`config.mk`:
```
export PLATFORM = sky130hd
export DESIGN_NAME = bbpe_ctrl
export DESIGN_NICKNAME = d
export VERILOG_FILES = /design/src/hw/rtl/bbpe_pkg.sv /design/src/hw/rtl/bbpe_ctrl.sv
export VERILOG_INCLUDE_DIRS = /design/src /design/src/hw/rtl
export SDC_FILE = /design/constraint.sdc
export NUM_CORES = 1
export LEC_CHECK = 0
export ABC_AREA = 1
export CAP_MARGIN = 20
export CORE_MARGIN = 4
export CORE_UTILIZATION = 60
export DETAILED_ROUTE_END_ITERATION = 8
export DONT_BUFFER_PORTS = 1
export PLACE_DENSITY = 0.74
export REMOVE_ABC_BUFFERS = 1
export SLEW_MARGIN = 30
export SYNTH_ARGS = -nofsm -noshare
export SYNTH_HDL_FRONTEND = slang
export SYNTH_SLANG_ARGS = --single-unit
```
`constraint.sdc`:
```
create_clock -name clk -period 2.4 [get_ports clk]
set_clock_uncertainty 0.05 [all_clocks]
set_input_delay 0.6 -clock clk [delete_from_list [all_inputs] [get_ports clk]]
set_output_delay 0.6 -clock clk [all_outputs]
set_load 0.03 [all_outputs]
```
`src/hw/rtl/bicubic_bezier_point_evaluator_assert.svh`:
```
// Assertion macros used by the bicubic Bezier point evaluator controller.
`ifndef BICUBIC_BEZIER_POINT_EVALUATOR_ASSERT_SVH
`define BICUBIC_BEZIER_POINT_EVALUATOR_ASSERT_SVH
`ifndef SYNTHESIS
`define BBPE_ASSERT_SAME(lbl, clk, rst, ante, cons) \
  lbl: assert property (@(posedge clk) disable iff (rst) (ante) |-> (cons)) \
    else $error("bbpe: same-cycle check failed");
`define BBPE_ASSERT_NEXT(lbl, clk, rst, ante, cons) \
  lbl: assert property (@(posedge clk) disable iff (rst) (ante) |=> (cons)) \
    else $error("bbpe: next-cycle check failed");
`else
`define BBPE_ASSERT_SAME(lbl, clk, rst, ante, cons)
`define BBPE_ASSERT_NEXT(lbl, clk, rst, ante, cons)
`endif
`endif

```
`src/hw/rtl/bbpe_pkg.sv`:
```
// Types, constants and control structs of the bicubic Bezier point evaluator.
package bbpe_pkg;

  localparam int COORD_W   = 32;
  localparam int PARAM_W   = 17;
  localparam int NORM_W    = 16;
  localparam int NUM_CP    = 16;
  localparam int IDX_W     = $clog2(NUM_CP);
  localparam int NUM_AXES  = 3;
  localparam int WGT_W     = 28;
  localparam int WFRAC     = 57 - COORD_W;
  localparam int WGT_CYC   = 2;
  localparam int SQRT_STEPS = 32;
  localparam int DIV_STEPS = 15;
  localparam int CNT_W     = 5;

  localparam logic [PARAM_W-1:0] ONE_Q16 = PARAM_W'(65536);

  localparam logic OP_LOAD = 1'b0;
  localparam logic OP_EVAL = 1'b1;

  typedef logic signed [WGT_W-1:0] wgt_t;

  typedef struct packed {
    logic                      op;
    logic [IDX_W-1:0]          cp_index;
    logic signed [COORD_W-1:0] cp_x;
    logic signed [COORD_W-1:0] cp_y;
    logic signed [COORD_W-1:0] cp_z;
    logic [PARAM_W-1:0]        param_u;
    logic [PARAM_W-1:0]        param_v;
  } item_t;

  typedef struct packed {
    logic signed [COORD_W-1:0] pos_x;
    logic signed [COORD_W-1:0] pos_y;
    logic signed [COORD_W-1:0] pos_z;
    logic signed [NORM_W-1:0]  norm_x;
    logic signed [NORM_W-1:0]  norm_y;
    logic signed [NORM_W-1:0]  norm_z;
    logic                      degenerate;
  } result_t;

  typedef struct packed {
    logic             wr;
    logic             capture;
    logic             rd;
    logic [IDX_W-1:0] rd_addr;
    logic             fin;
    logic             rmax;
    logic             rshift;
    logic             xmul;
    logic             xsub;
    logic             ninit;
    logic             nstep;
    logic             sq;
    logic             sqrt_init;
    logic             sqrt_step;
    logic             div_init;
    logic             div_step;
    logic             div_store;
    logic [1:0]       lane;
    logic             out_load;
  } cmd_t;

  typedef struct packed {
    logic acc_done;
    logic degenerate;
    logic norm_done;
  } status_t;

endpackage

```
`src/hw/rtl/bbpe_ctrl.sv`:
```
// Controller state machine that sequences the evaluator datapath.
`include "bicubic_bezier_point_evaluator_assert.svh"
module bbpe_ctrl (
  input  logic              clk,
  input  logic              rst,
  input  logic              item_valid,
  input  logic              op,
  output logic              item_stall,
  output logic              result_valid,
  input  logic              result_stall,
  input  bbpe_pkg::status_t st,
  output bbpe_pkg::cmd_t    cmd
);
  import bbpe_pkg::*;

  typedef enum logic [4:0] {
    S_IDLE, S_WGT, S_ACC, S_DRAIN, S_FIN, S_RMAX, S_RSHIFT, S_XMUL, S_XSUB,
    S_NINIT, S_NSTEP, S_SQ, S_SUM, S_SQRT, S_DINIT, S_DSTEP, S_DSTORE, S_OUT
  } state_t;

  state_t           state;
  logic [CNT_W-1:0] cnt;
  logic [1:0]       lane;
  logic             accept;

  assign item_stall = (state != S_IDLE);
  assign accept     = item_valid && !item_stall;

  always_comb begin
    cmd         = '0;
    cmd.rd_addr = cnt[IDX_W-1:0];
    cmd.lane    = lane;
    case (state)
      S_IDLE: begin
        cmd.wr      = accept && (op == OP_LOAD);
        cmd.capture = accept && (op == OP_EVAL);
      end
      S_ACC:    cmd.rd = 1'b1;
      S_FIN:    cmd.fin = 1'b1;
      S_RMAX:   cmd.rmax = 1'b1;
      S_RSHIFT: cmd.rshift = 1'b1;
      S_XMUL:   cmd.xmul = 1'b1;
      S_XSUB:   cmd.xsub = 1'b1;
      S_NINIT:  cmd.ninit = 1'b1;
      S_NSTEP:  cmd.nstep = !st.norm_done && !st.degenerate;
      S_SQ:     cmd.sq = 1'b1;
      S_SUM:    cmd.sqrt_init = 1'b1;
      S_SQRT:   cmd.sqrt_step = 1'b1;
      S_DINIT:  cmd.div_init = 1'b1;
      S_DSTEP:  cmd.div_step = 1'b1;
      S_DSTORE: cmd.div_store = 1'b1;
      S_OUT:    cmd.out_load = !result_valid || !result_stall;
      default:  cmd = '0;
    endcase
  end

  always_ff @(posedge clk) begin
    if (rst) begin
      state        <= S_IDLE;
      cnt          <= '0;
      lane         <= '0;
      result_valid <= 1'b0;
    end else begin
      if (result_valid && !result_stall) begin
        result_valid <= 1'b0;
      end
      if (cmd.out_load) begin
        result_valid <= 1'b1;
      end
      case (state)
        S_IDLE: begin
          if (cmd.capture) begin
            state <= S_WGT;
            cnt   <= '0;
          end
        end
        S_WGT: begin
          if (cnt == CNT_W'(WGT_CYC - 1)) begin
            state <= S_ACC;
            cnt   <= '0;
          end else begin
            cnt <= cnt + 1'b1;
          end
        end
        S_ACC: begin
          if (cnt == CNT_W'(NUM_CP - 1)) begin
            state <= S_DRAIN;
            cnt   <= '0;
          end else begin
            cnt <= cnt + 1'b1;
          end
        end
        S_DRAIN: begin
          if (st.acc_done) begin
            state <= S_FIN;
          end
        end
        S_FIN:    state <= S_RMAX;
        S_RMAX:   state <= S_RSHIFT;
        S_RSHIFT: state <= S_XMUL;
        S_XMUL:   state <= S_XSUB;
        S_XSUB:   state <= S_NINIT;
        S_NINIT:  state <= S_NSTEP;
        S_NSTEP: begin
          if (st.degenerate) begin
            state <= S_OUT;
          end else if (st.norm_done) begin
            state <= S_SQ;
          end
        end
        S_SQ:  state <= S_SUM;
        S_SUM: begin
          state <= S_SQRT;
          cnt   <= '0;
        end
        S_SQRT: begin
          if (cnt == CNT_W'(SQRT_STEPS - 1)) begin
            state <= S_DINIT;
            cnt   <= '0;
            lane  <= '0;
          end else begin
            cnt <= cnt + 1'b1;
          end
        end
        S_DINIT: begin
          state <= S_DSTEP;
          cnt   <= '0;
        end
        S_DSTEP: begin
          if (cnt == CNT_W'(DIV_STEPS - 1)) begin
            state <= S_DSTORE;
          end else begin
            cnt <= cnt + 1'b1;
          end
        end
        S_DSTORE: begin
          if (lane == 2'(NUM_AXES - 1)) begin
            state <= S_OUT;
          end else begin
            lane  <= lane + 1'b1;
            state <= S_DINIT;
          end
        end
        S_OUT: begin
          if (cmd.out_load) begin
            state <= S_IDLE;
          end
        end
        default: state <= S_IDLE;
      endcase
    end
  end

  // A new result never overwrites one that is still held by the consumer.
  `BBPE_ASSERT_SAME(a_out_free, clk, rst, cmd.out_load, !(result_valid && result_stall))
  // The accumulation pipeline only finishes while the controller waits for it.
  `BBPE_ASSERT_SAME(a_acc_in_drain, clk, rst, st.acc_done, state == S_DRAIN)
  // A zero cross product must bypass the square root.
  `BBPE_ASSERT_SAME(a_no_sqrt_degen, clk, rst, state == S_SQRT, !st.degenerate)
  // An evaluate transaction always starts the weight phase.
  `BBPE_ASSERT_NEXT(a_eval_start, clk, rst, cmd.capture, state == S_WGT)

endmodule

```
* Yosys cells after proc, flatten, opt, wreduce, memory -nomap -nowiden
Index checks and enable logic that the tools add are counted.
** Storage, ports and cells
- Bits of input ports :: 8
- Logic and storage cells :: 100
- Flip-flop bits (word level) :: 13
- Output and inout port bits :: 25
** Cells by class
- Equality and inequality tests :: 32
- Add/subtract/negate cells :: 2
- Mux-type cells :: 40
- Bitwise operators :: 1
- Reduce and logical (&&, ||, !) cells :: 21
** Operators by type and width (number)
- $pmux 5 s18 :: 1
- $mux 5 :: 15
- $eq 5x4->1 const B :: 10
- $pmux 5 s6 :: 1
- $eq 5x3->1 const B :: 4
- $ne 2x2->1 const B :: 9
- $mux 1 :: 17
- $reduce_or 16->1 :: 1
- $eq 5x5->1 const B :: 3
- $eq 5x1->1 const B :: 2
- $eq 5x2->1 const B :: 2
- $mux 2 :: 4
- $reduce_and 8->1 :: 1
- $reduce_and 3->1 :: 2
- $reduce_bool 6->1 :: 1
- $add 5x1->5 const B :: 1
- $logic_and 1x1->1 :: 5
- $logic_not 1->1 :: 5
- $logic_not 5->1 :: 1
- $reduce_bool 5->1 :: 1
- $mux 4 :: 1
- $pmux 2 s2 :: 1
- $reduce_bool 2->1 :: 2
- $ne 3x3->1 const B :: 1
- other kinds (5) :: 5

* Depth between registers and ports, before layout
Gate-level depths: netlist of the first run.
- Word-level depth :: 7
- Depth in mapped cells :: 12
- Mapped depth without buffers :: 12

* Least setup slack after synthesis of the first run
Ideal clock, no wire load.
- Path type :: register -> output
- Start :: reg state[0]
- End :: out cmd[21] in the netlist's numbering
- Cell stages (with the launch flop) :: 4
- Arrival time :: 1771 ps
- Path slack :: -21 ps
- Required time :: 1750 ps
- Path buffers :: 0
- Cell sequence :: dfxtp_1 > nor2_2 > nand3_1 > nor3_1
** RTL lines
- start, declared :: line bbpe_ctrl.sv:21 : state_t state;
- start signal, assigned :: line bbpe_ctrl.sv:59 : state <= S_IDLE;
- start signal, assigned :: line bbpe_ctrl.sv:73 : state <= S_WGT;
- start signal, assigned :: line bbpe_ctrl.sv:79 : state <= S_ACC;
- end, declared :: line bbpe_ctrl.sv:12 : output bbpe_pkg::cmd_t cmd

==> impl_metrics.ini, run 1 <==
[status]
status = complete, but fails checks
violations = setup timing

[finish]
regArea_um2 = 279.0
nNetsFinal = 256
area_growth_pct = 27.42
fillCellCount = 132
antennaDiodeCount = 0
final_common_cell = nand2_1
layout-drive-gt1-share_pct = 35.42
multi_input_area_um2 = 1033
layout_common_cells = nand2_1, nor2_1, inv_1

[routing]
ant_nets = 0
vias = 1554
viasPerCell = 5.820
drtPass1Iterations = 4
drc = 0
first_iter_violations = 71
wl_per_cell_um = 15.45
wirelength_um = 4126

[timing]
finalCritPeriodShare_pct = 100.2
timing.fmax_ghz = 0.4160
max-slew-margin-rel_pct = 61.79
setup_slack_ns = -0.003853
hold_viol = 0
fin_hold_ws_ns = 0.3090
period_minus_slack_ns = 2.404
maxSlewViolCount = 0
finalSetupViolations = 2
worstMarginPinSlew_ns = 0.5710

[cts]
clkLatencyLatePin_ns = 0.29
clockRootBuffer = clkbuf_4
cts.sinks = 13
ctsHoldBuffers = 0
cts_tree = done
cts_buffer_depth = 2
cts.clk_slew.worst_paths_ns = 0.08
ctsHtreeMaxLevel = 1
cts-buffers-inserted = 3

[worst_setup_path]
worstPathCellList = nor2_4 > nand3_1 > nand2_2 > a211oi_4 > nand3_4 > nand2_4 > inv_4
crit_path_max_incr_delay_ns = 0.41
critPathKind = reg -> out
crit_fanout = 8
cp_slowest_cell = dfxtp_4
cp_data_required_time_ns = 1.75
crit_start = state[1]
r2r-start = cnt[1]
crit_family = simple AND/OR/NAND/NOR gates
end_kind = output pin
critPathLaunchType = register
worst-path-buf-inv = 1
crit_arrival_ns = 1.75

[floorplan]
ios = 33
coreArea_um2 = 2042
dieArea_um2 = 3039
fp.dieW_um = 55.13
start_util_pct = 65.26
num_rows = 16
die_y_um = 55.13

[power]
powerDensity_nw_per_um2 = 690.1
switching_share_pct = 53.51
ir_drop_v = 0.0008273
power.share.combinational_pct = 63.7
switchingPower_mw = 0.6270
power_mw = 1.172
p_seq_share_pct = 23.8
p_clk_share_pct = 12.5
p_leak_nw = 0.8617
internal_power_mw = 0.5447

[place]
numPortBuffers = 0
hpwl_um = 2967
gp_congestion = 0.9491
pre_cts_slack_ns = 0.2186

[yosys]
synth_area_um2 = 1333
synth_seq_cells = 13
ys_types = 29
syn_area_per_cell_um2 = 6.085
ys_seq_area_share_pct = 19.53
yosys_warnings = 0
synthCells = 219

[job]
cap_violations = 0

[global_route]
grt_max_degree = 12
grt_use_met2_pct = 42.52
busiest_layer = met2
grt.met3_usage_pct = 5.094
grt_pass1_wl_um = 5727
grtUsageMet1_pct = 35.06
grt-ovfl-total = 0
antenna_found_initial = 0
grt_pass1_vias = 1301
grt_usage_pct = 26.67

[min_path]
min_from = rst
min_path_type = in -> reg
-- cells by family after synthesis --
family	count (synthesis)	share of synthesized area [%]
adders and majority gates	7	6.572
DFF	13	19.53
buffers and inverters	46	12.96
AOI/OAI and AO/OA	27	11.55
xor gates and xnor gates	1	0.6574
and+or+nand+nor	125	48.73
-- worst paths after layout --
check        slack (ns)  cells after the start       end
max reg2reg        0.44                     10  state[1]
min                0.31                      1  state[4]
min reg2reg        0.46                      2    cnt[4]
max              -0.004                      7    cmd[1]
-- layout make-up --
class | instances | area share, %
well taps | 27 | 1.990
repair buffers | 18 | 8.180
clock buffers | 4 | 1.548
flip-flops and latches | 13 | 16.43
inverters | 45 | 10.98
multi-input cells | 160 | 60.87
-- power groups by stage --
stage               Clock, mW  Sequential (mW)  Combinational [mW]
global route            0.151            0.282               0.797
floorplan                   0            0.271               0.428
global placement            0            0.268               0.558
CTS                     0.142            0.266               0.585
finish                  0.147            0.278               0.746
detailed placement          0            0.270               0.575
-- cells in the mapped netlist (all sizes together) --
master,n,area share [%]
nand2,55,19
o211ai,1,0.56
nand3b,1,0.56
ha,7,6.6
o21ai,10,4.0
inv,44,12
xnor2,1,0.66
nor2,40,16
clkinv,1,0.28
dfxtp,13,20
nand4,2,0.94
a21oi,14,5.5
o22ai,1,0.47
nor3,5,1.9
nand3,21,9.6
or2,1,0.47
a211oi,1,0.94
clkbuf,1,0.28
-- flip-flops by register name, summed over array words and instances (netlist names) --
| register | flops |
|---|---|
| state | 5 |
| result_valid | 1 |
| lane | 2 |
| cnt | 5 |
-- per-stage QoR --
step	cell area, µm²	util, %	setup TNS, ns	cells
floorplan	1329	-	-0.04238	218
global placement	1453	71.14	0	257
detailed placement	1453	71.14	0	257
CTS	1498	73.35	0	261
global route	1698	83.15	-0.2821	267
finish	1698	83.15	-0.004360	267
-- routing by layer --
metal | routed length, µm | part of all wire [%]
met5 | 0 | 0
met4 | 145 | 3.5
met3 | 482 | 12
met2 | 1857 | 45
met1 | 1640 | 40
-- timing repair --
action	4_1_cts	5_1_grt
gates cloned	0	0
gates resized for setup	12	44
setup endpoints to repair	6	8
pin swaps	1	11
buffers inserted	0	6
-- worst reg2reg max path, delay by kind of cell, from the launching register on --
family	cells	cell delay [ns]
buffers and inverters	2	0.14
AOI/OAI and AO/OA	1	0.17
adders and majority gates	2	0.38
DFF	1	0.48
and+or+nand+nor	5	0.66
(Power assumes the default switching activity.)
==> inputs of run 2 (changes only) <==
Settings changed: ABC_AREA 1 to unset, CORE_MARGIN 4 to 5.
==> impl_metrics.ini, run 2 <==
[status]
status = complete, but fails checks
violations = setup timing

[floorplan]
dieArea_um2 = 3053
num_rows = 16
fp.dieW_um = 55.25
start_util_pct = 62.63
coreArea_um2 = 1962
ios = 33
die_y_um = 55.25

[yosys]
yosys_warnings = 0
synth_commonest_cells = nor2_1, dfxtp_1, a21oi_1, inv_1, nand2_1
ys_seq_area_share_pct = 21.18
ys_types = 51
synthCells = 167
synth_seq_cells = 13
synth_top_family_by_area = simple AND/OR/NAND/NOR gates
synth.area.top_cells = dfxtp_1, ha_1, nor2_1
yosysMostFrequentCell = nor2_1
synth_xor_area_share_pct = 0.7128
synth_top_area_share_pct = 21.18
synthFlopType = dfxtp_1
synthAdderAreaFrac_pct = 7.128
synth_edf_count = 0
synth-compound-area-share_pct = 21.18
syn_area_per_cell_um2 = 7.357
synth_simple_gate_area_share_pct = 37.88
synth_area_leader_cell = dfxtp_1
async_flop_share_pct = 0
synthMuxAreaShare_pct = 2.546
synth_area_um2 = 1229

[routing]
first_iter_violations = 64
viasPerCell = 6.262
vias = 1315
wirelength_um = 3402
ant_nets = 0
drc = 0
wl_per_cell_um = 16.20
drtPass1Iterations = 5

[cts]
clkLatencyLatePin_ns = 0.29
cts_buffer_depth = 2
cts_tree = done
cts.sinks = 13
cts-buffers-inserted = 3
cts.clk_slew.worst_paths_ns = 0.09
clockRootBuffer = clkbuf_4
ctsHtreeMaxLevel = 1
post-cts-setup-buffers = 0

[power]
power_mw = 1.286
ir_drop_v = 0.0005809
p_leak_nw = 0.5606
powerDensity_nw_per_um2 = 904.4

[timing]
grt_setup_unrepaired = true
maxSlewViolCount = 0
hold_viol = 0
fin_hold_ws_ns = 0.3203
setup_slack_ns = -0.03242
period_minus_slack_ns = 2.432
worstMarginPinSlew_ns = 0.7689
timing.fmax_ghz = 0.4111
finalCritPeriodShare_pct = 101.4
finalSetupViolations = 1
setup_tns_ns = -0.03242
max-slew-margin-rel_pct = 48.35

[global_route]
grt-ovfl-total = 0
grt_pass1_vias = 1245
antenna_found_initial = 0
grt_pass1_wl_um = 5671
grt_usage_pct = 22.50
grt_max_degree = 18

[worst_setup_path]
cp_data_required_time_ns = 1.75
crit_fanout = 15
worst-path-buf-inv = 2
critPathKind = reg -> out
cp_slowest_cell = nor4_1
end_kind = output pin
crit_arrival_ns = 1.78
worstPathCellList = buf_4 > nand2b_1 > nor4_1 > clkbuf_4
crit_family = simple AND/OR/NAND/NOR gates
critPathLaunchType = register
crit_path_max_incr_delay_ns = 0.46

[min_path]
min_path_type = in -> reg

[finish]
reg_top3 = cnt (5), state (5), lane (2)
layout_common_cells = buf_4, nor2_1, inv_1, dfxtp_1
layout-drive-gt1-share_pct = 26.78
multi_input_area_um2 = 872.1
area_growth_pct = 15.68
fillCellCount = 192
final_common_cell = buf_4
utilization_pct = 72.45
regArea_um2 = 264.0
nNetsFinal = 199
antennaDiodeCount = 0

[place]
hpwl_um = 2527
pre_cts_slack_ns = 0.1506
gp_congestion = 0.8971
numPortBuffers = 0

[job]
cap_violations = 0
-- run 2: cell types whose count changed after synthesis, moves of 5 or more --
cell and change:
nand2_1 -33, and2_1 +7, nand2_2 -6, nand3_1 -11, nand2_4 -5, inv_1 -22, nand2b_1 +6, nor2_4 -5
inv_2 -10, nor2_1 -11, clkbuf_1 +5
-- run 2: cell type report --
class / count / share of cell area (%)
inverters: 12 / 3.169
clock buffers: 4 / 1.849
multi-input cells: 130 / 61.36
well taps: 27 / 2.377
flip-flops and latches: 13 / 18.57
repair buffers: 24 / 12.68
-- run 2: worst paths after layout --
| check | from | endpoint | slack (ns) | depth (start not counted) |
|---|---|---|---|---|
| max | state[1] | cmd[20] | -0.03 | 4 |
| min | rst | cnt[1] | 0.32 | 1 |
| max reg2reg | cnt[0] | cnt[2] | 0.21 | 8 |
| min reg2reg | cnt[3] | cnt[3] | 0.48 | 2 |
-- run 2: worst register-to-register path, cell delays in order, from the launching register on --
cell and delay, ns:
dfxtp_1 0.36, ha_1 0.24, nand3_1 0.11, inv_1 0.06, ha_1 0.23, or3_1 0.44
a41oi_1 0.35, nand4_1 0.15, o311ai_1 0.13
-- run 2: routing by layer --
metal | up-vias | GRT usage, % | wire length [µm]
li1 | 633 | - | -
met1 | 612 | 26.91 | 1361
met2 | 65 | 39.53 | 1762
met3 | 5 | 4.196 | 232
met4 | 0 | 8.333 | 45
met5 | - | 0 | 0
-- run 2: through the flow --
step           cells  area, µm²
6_report         210       1421
5_1_grt          210       1421
4_1_cts          210       1413
3_5_place_dp     206       1379
3_3_place_gp     206       1379
2_1_floorplan    155       1159
-- run 2: power breakdown --
part | total (mW) | internal (mW) | switching, mW
Sequential | 0.305 | 0.251 | 0.0538
Combinational | 0.836 | 0.324 | 0.513
Clock | 0.144 | 0.0647 | 0.0793
Total | 1.29 | 0.640 | 0.646
-- run 2: kinds of logic after synthesis --
| family | count (synthesis) |
|---|---|
| DFF | 13 |
| adders and majority gates | 7 |
| buffers and inverters | 24 |
| xor gates and xnor gates | 1 |
| and+or+nand+nor | 84 |
| muxes | 3 |
| AOI/OAI and AO/OA | 35 |
-- run 2: timing repair --
action	CTS	global route
hold buffers	0	0
resized for setup	4	6
endpoints found under the setup margin	9	9
==> inputs of run 3 (changes only) <==
Settings changed: ABC_AREA set to 1.
==> impl_metrics.ini, run 3 (synthesis gave the netlist of run 1 again) <==
[status]
status = finished clean

[finish]
layout-drive-gt1-share_pct = 29.49
utilization_pct = 71.63
area_growth_pct = 16.62
reg_top3 = cnt (5), state (5), lane (2)
antennaDiodeCount = 0
nNetsFinal = 250
fillCellCount = 203
final_common_cell = nand2_1
multi_input_area_um2 = 952.2
layout_common_cells = nand2_1, nor2_1, inv_1
regArea_um2 = 279.0

[floorplan]
dieArea_um2 = 3263
die_y_um = 57.13
fp.dieW_um = 57.13
start_util_pct = 61.42
coreArea_um2 = 2170
num_rows = 17
ios = 33

[cts]
cts_tree = done
cts.sinks = 13
ctsHoldBuffers = 0
clkLatencyLatePin_ns = 0.29
cts-buffers-inserted = 3
clockRootBuffer = clkbuf_4
cts.clk_slew.worst_paths_ns = 0.09
cts_buffer_depth = 2
ctsHtreeMaxLevel = 1

[worst_setup_path]
worst-path-buf-inv = 4
crit_path_max_incr_delay_ns = 0.42
crit_arrival_ns = 1.65
worst_path_most_repeated_cell = inv_2
worstPathCellList = inv_2 > nand2_4 > inv_2 > nand2_1 > inv_1 > nor3_4 > nand3_4 > nand2_1 > inv_2
critPathLaunchType = register
crit_fanout = 7
crit_family = simple AND/OR/NAND/NOR gates
critPathKind = reg -> out
path_depth = 9
r2r_cells = 10
cp_slowest_cell = dfxtp_4
cp_data_required_time_ns = 1.75
end_kind = output pin

[routing]
viasPerCell = 5.466
vias = 1432
wirelength_um = 3494
first_iter_violations = 55
drc = 0
wl_per_cell_um = 13.34
drtPass1Iterations = 4
ant_nets = 0

[timing]
worstMarginPinSlew_ns = 0.5842
timing.fmax_ghz = 0.4353
hold_viol = 0
maxSlewViolCount = 0
period_minus_slack_ns = 2.297
max-slew-margin-rel_pct = 60.91
fin_hold_ws_ns = 0.3047
finalCritPeriodShare_pct = 95.71
finalSetupViolations = 0
setup_tns_ns = 0

[global_route]
grt_usage_pct = 21.93
grt_max_degree = 12
grt_pass1_wl_um = 5692
grt-ovfl-total = 0
grt_pass1_vias = 1308
antenna_found_initial = 0

[power]
p_leak_nw = 0.7896
power_mw = 1.047
ir_drop_v = 0.0004798
powerDensity_nw_per_um2 = 673.5

[job]
cap_violations = 0

[place]
gp_congestion = 0.9111
hpwl_um = 2764
numPortBuffers = 0

[min_path]
min_path_type = in -> reg
hold_path_depth = 1
==> run 3: worst reg2reg max path, delay by kind of cell (launching register included) <==
family	cells	cell delay [ns]
and+or+nand+nor	5	0.67
DFF	1	0.44
adders and majority gates	2	0.37
buffers and inverters	2	0.14
AOI/OAI and AO/OA	1	0.13
==> run 3: layout make-up <==
class                           count  area share, %
Clock buffer                        4          1.691
Inverter                           45          11.03
Multi-Input combinational cell    160          61.27
Sequential cell                    13          17.95
Tap cell                           28          2.254
Timing Repair Buffer               12          5.797
==> run 3: path summary, 6_finish.rpt <==
check,end,startpoint,slack [ns]
hold reg to reg,cnt[4],cnt[4],0.46
setup / recovery,cmd[1],state[1],0.10
setup reg to reg,state[0],cnt[1],0.54
hold / removal,state[3],rst,0.30
==> run 3: metrics by stage <==
stage                     area, µm²  instances  worst slack [ns]
after global placement         1439        256            0.1938
final                          1554        262            0.1029
after CTS                      1479        260          0.006683
after floorplan                1329        218          -0.02119
after global routing           1554        262         -0.001848
after detailed placement       1439        256            0.1502
==> run 3: repair_timing <==
action                     CTS  global route
setup endpoints to repair    8             7
pin swaps                    0             2
buffers inserted             0             2
hold endpoints to repair     0             0
gates resized for setup     13            16
==> run 3: metal layers <==
layer  vias to the layer above  GRT usage (%)  part of all wire [%]  routed length, µm
met5                         -              0                     0                  0
met4                         0          7.616                   2.1                 74
met3                        11          6.109                   8.0                278
met2                        57          39.80                    50               1738
met1                       648          24.29                    40               1402
li1                        716              -                     -                  -
==> run 3: power by group <==
part	internal, mW	total, mW	switching (mW)
registers	0.238	0.279	0.0415
clock network	0.0648	0.148	0.0829
logic	0.202	0.620	0.418
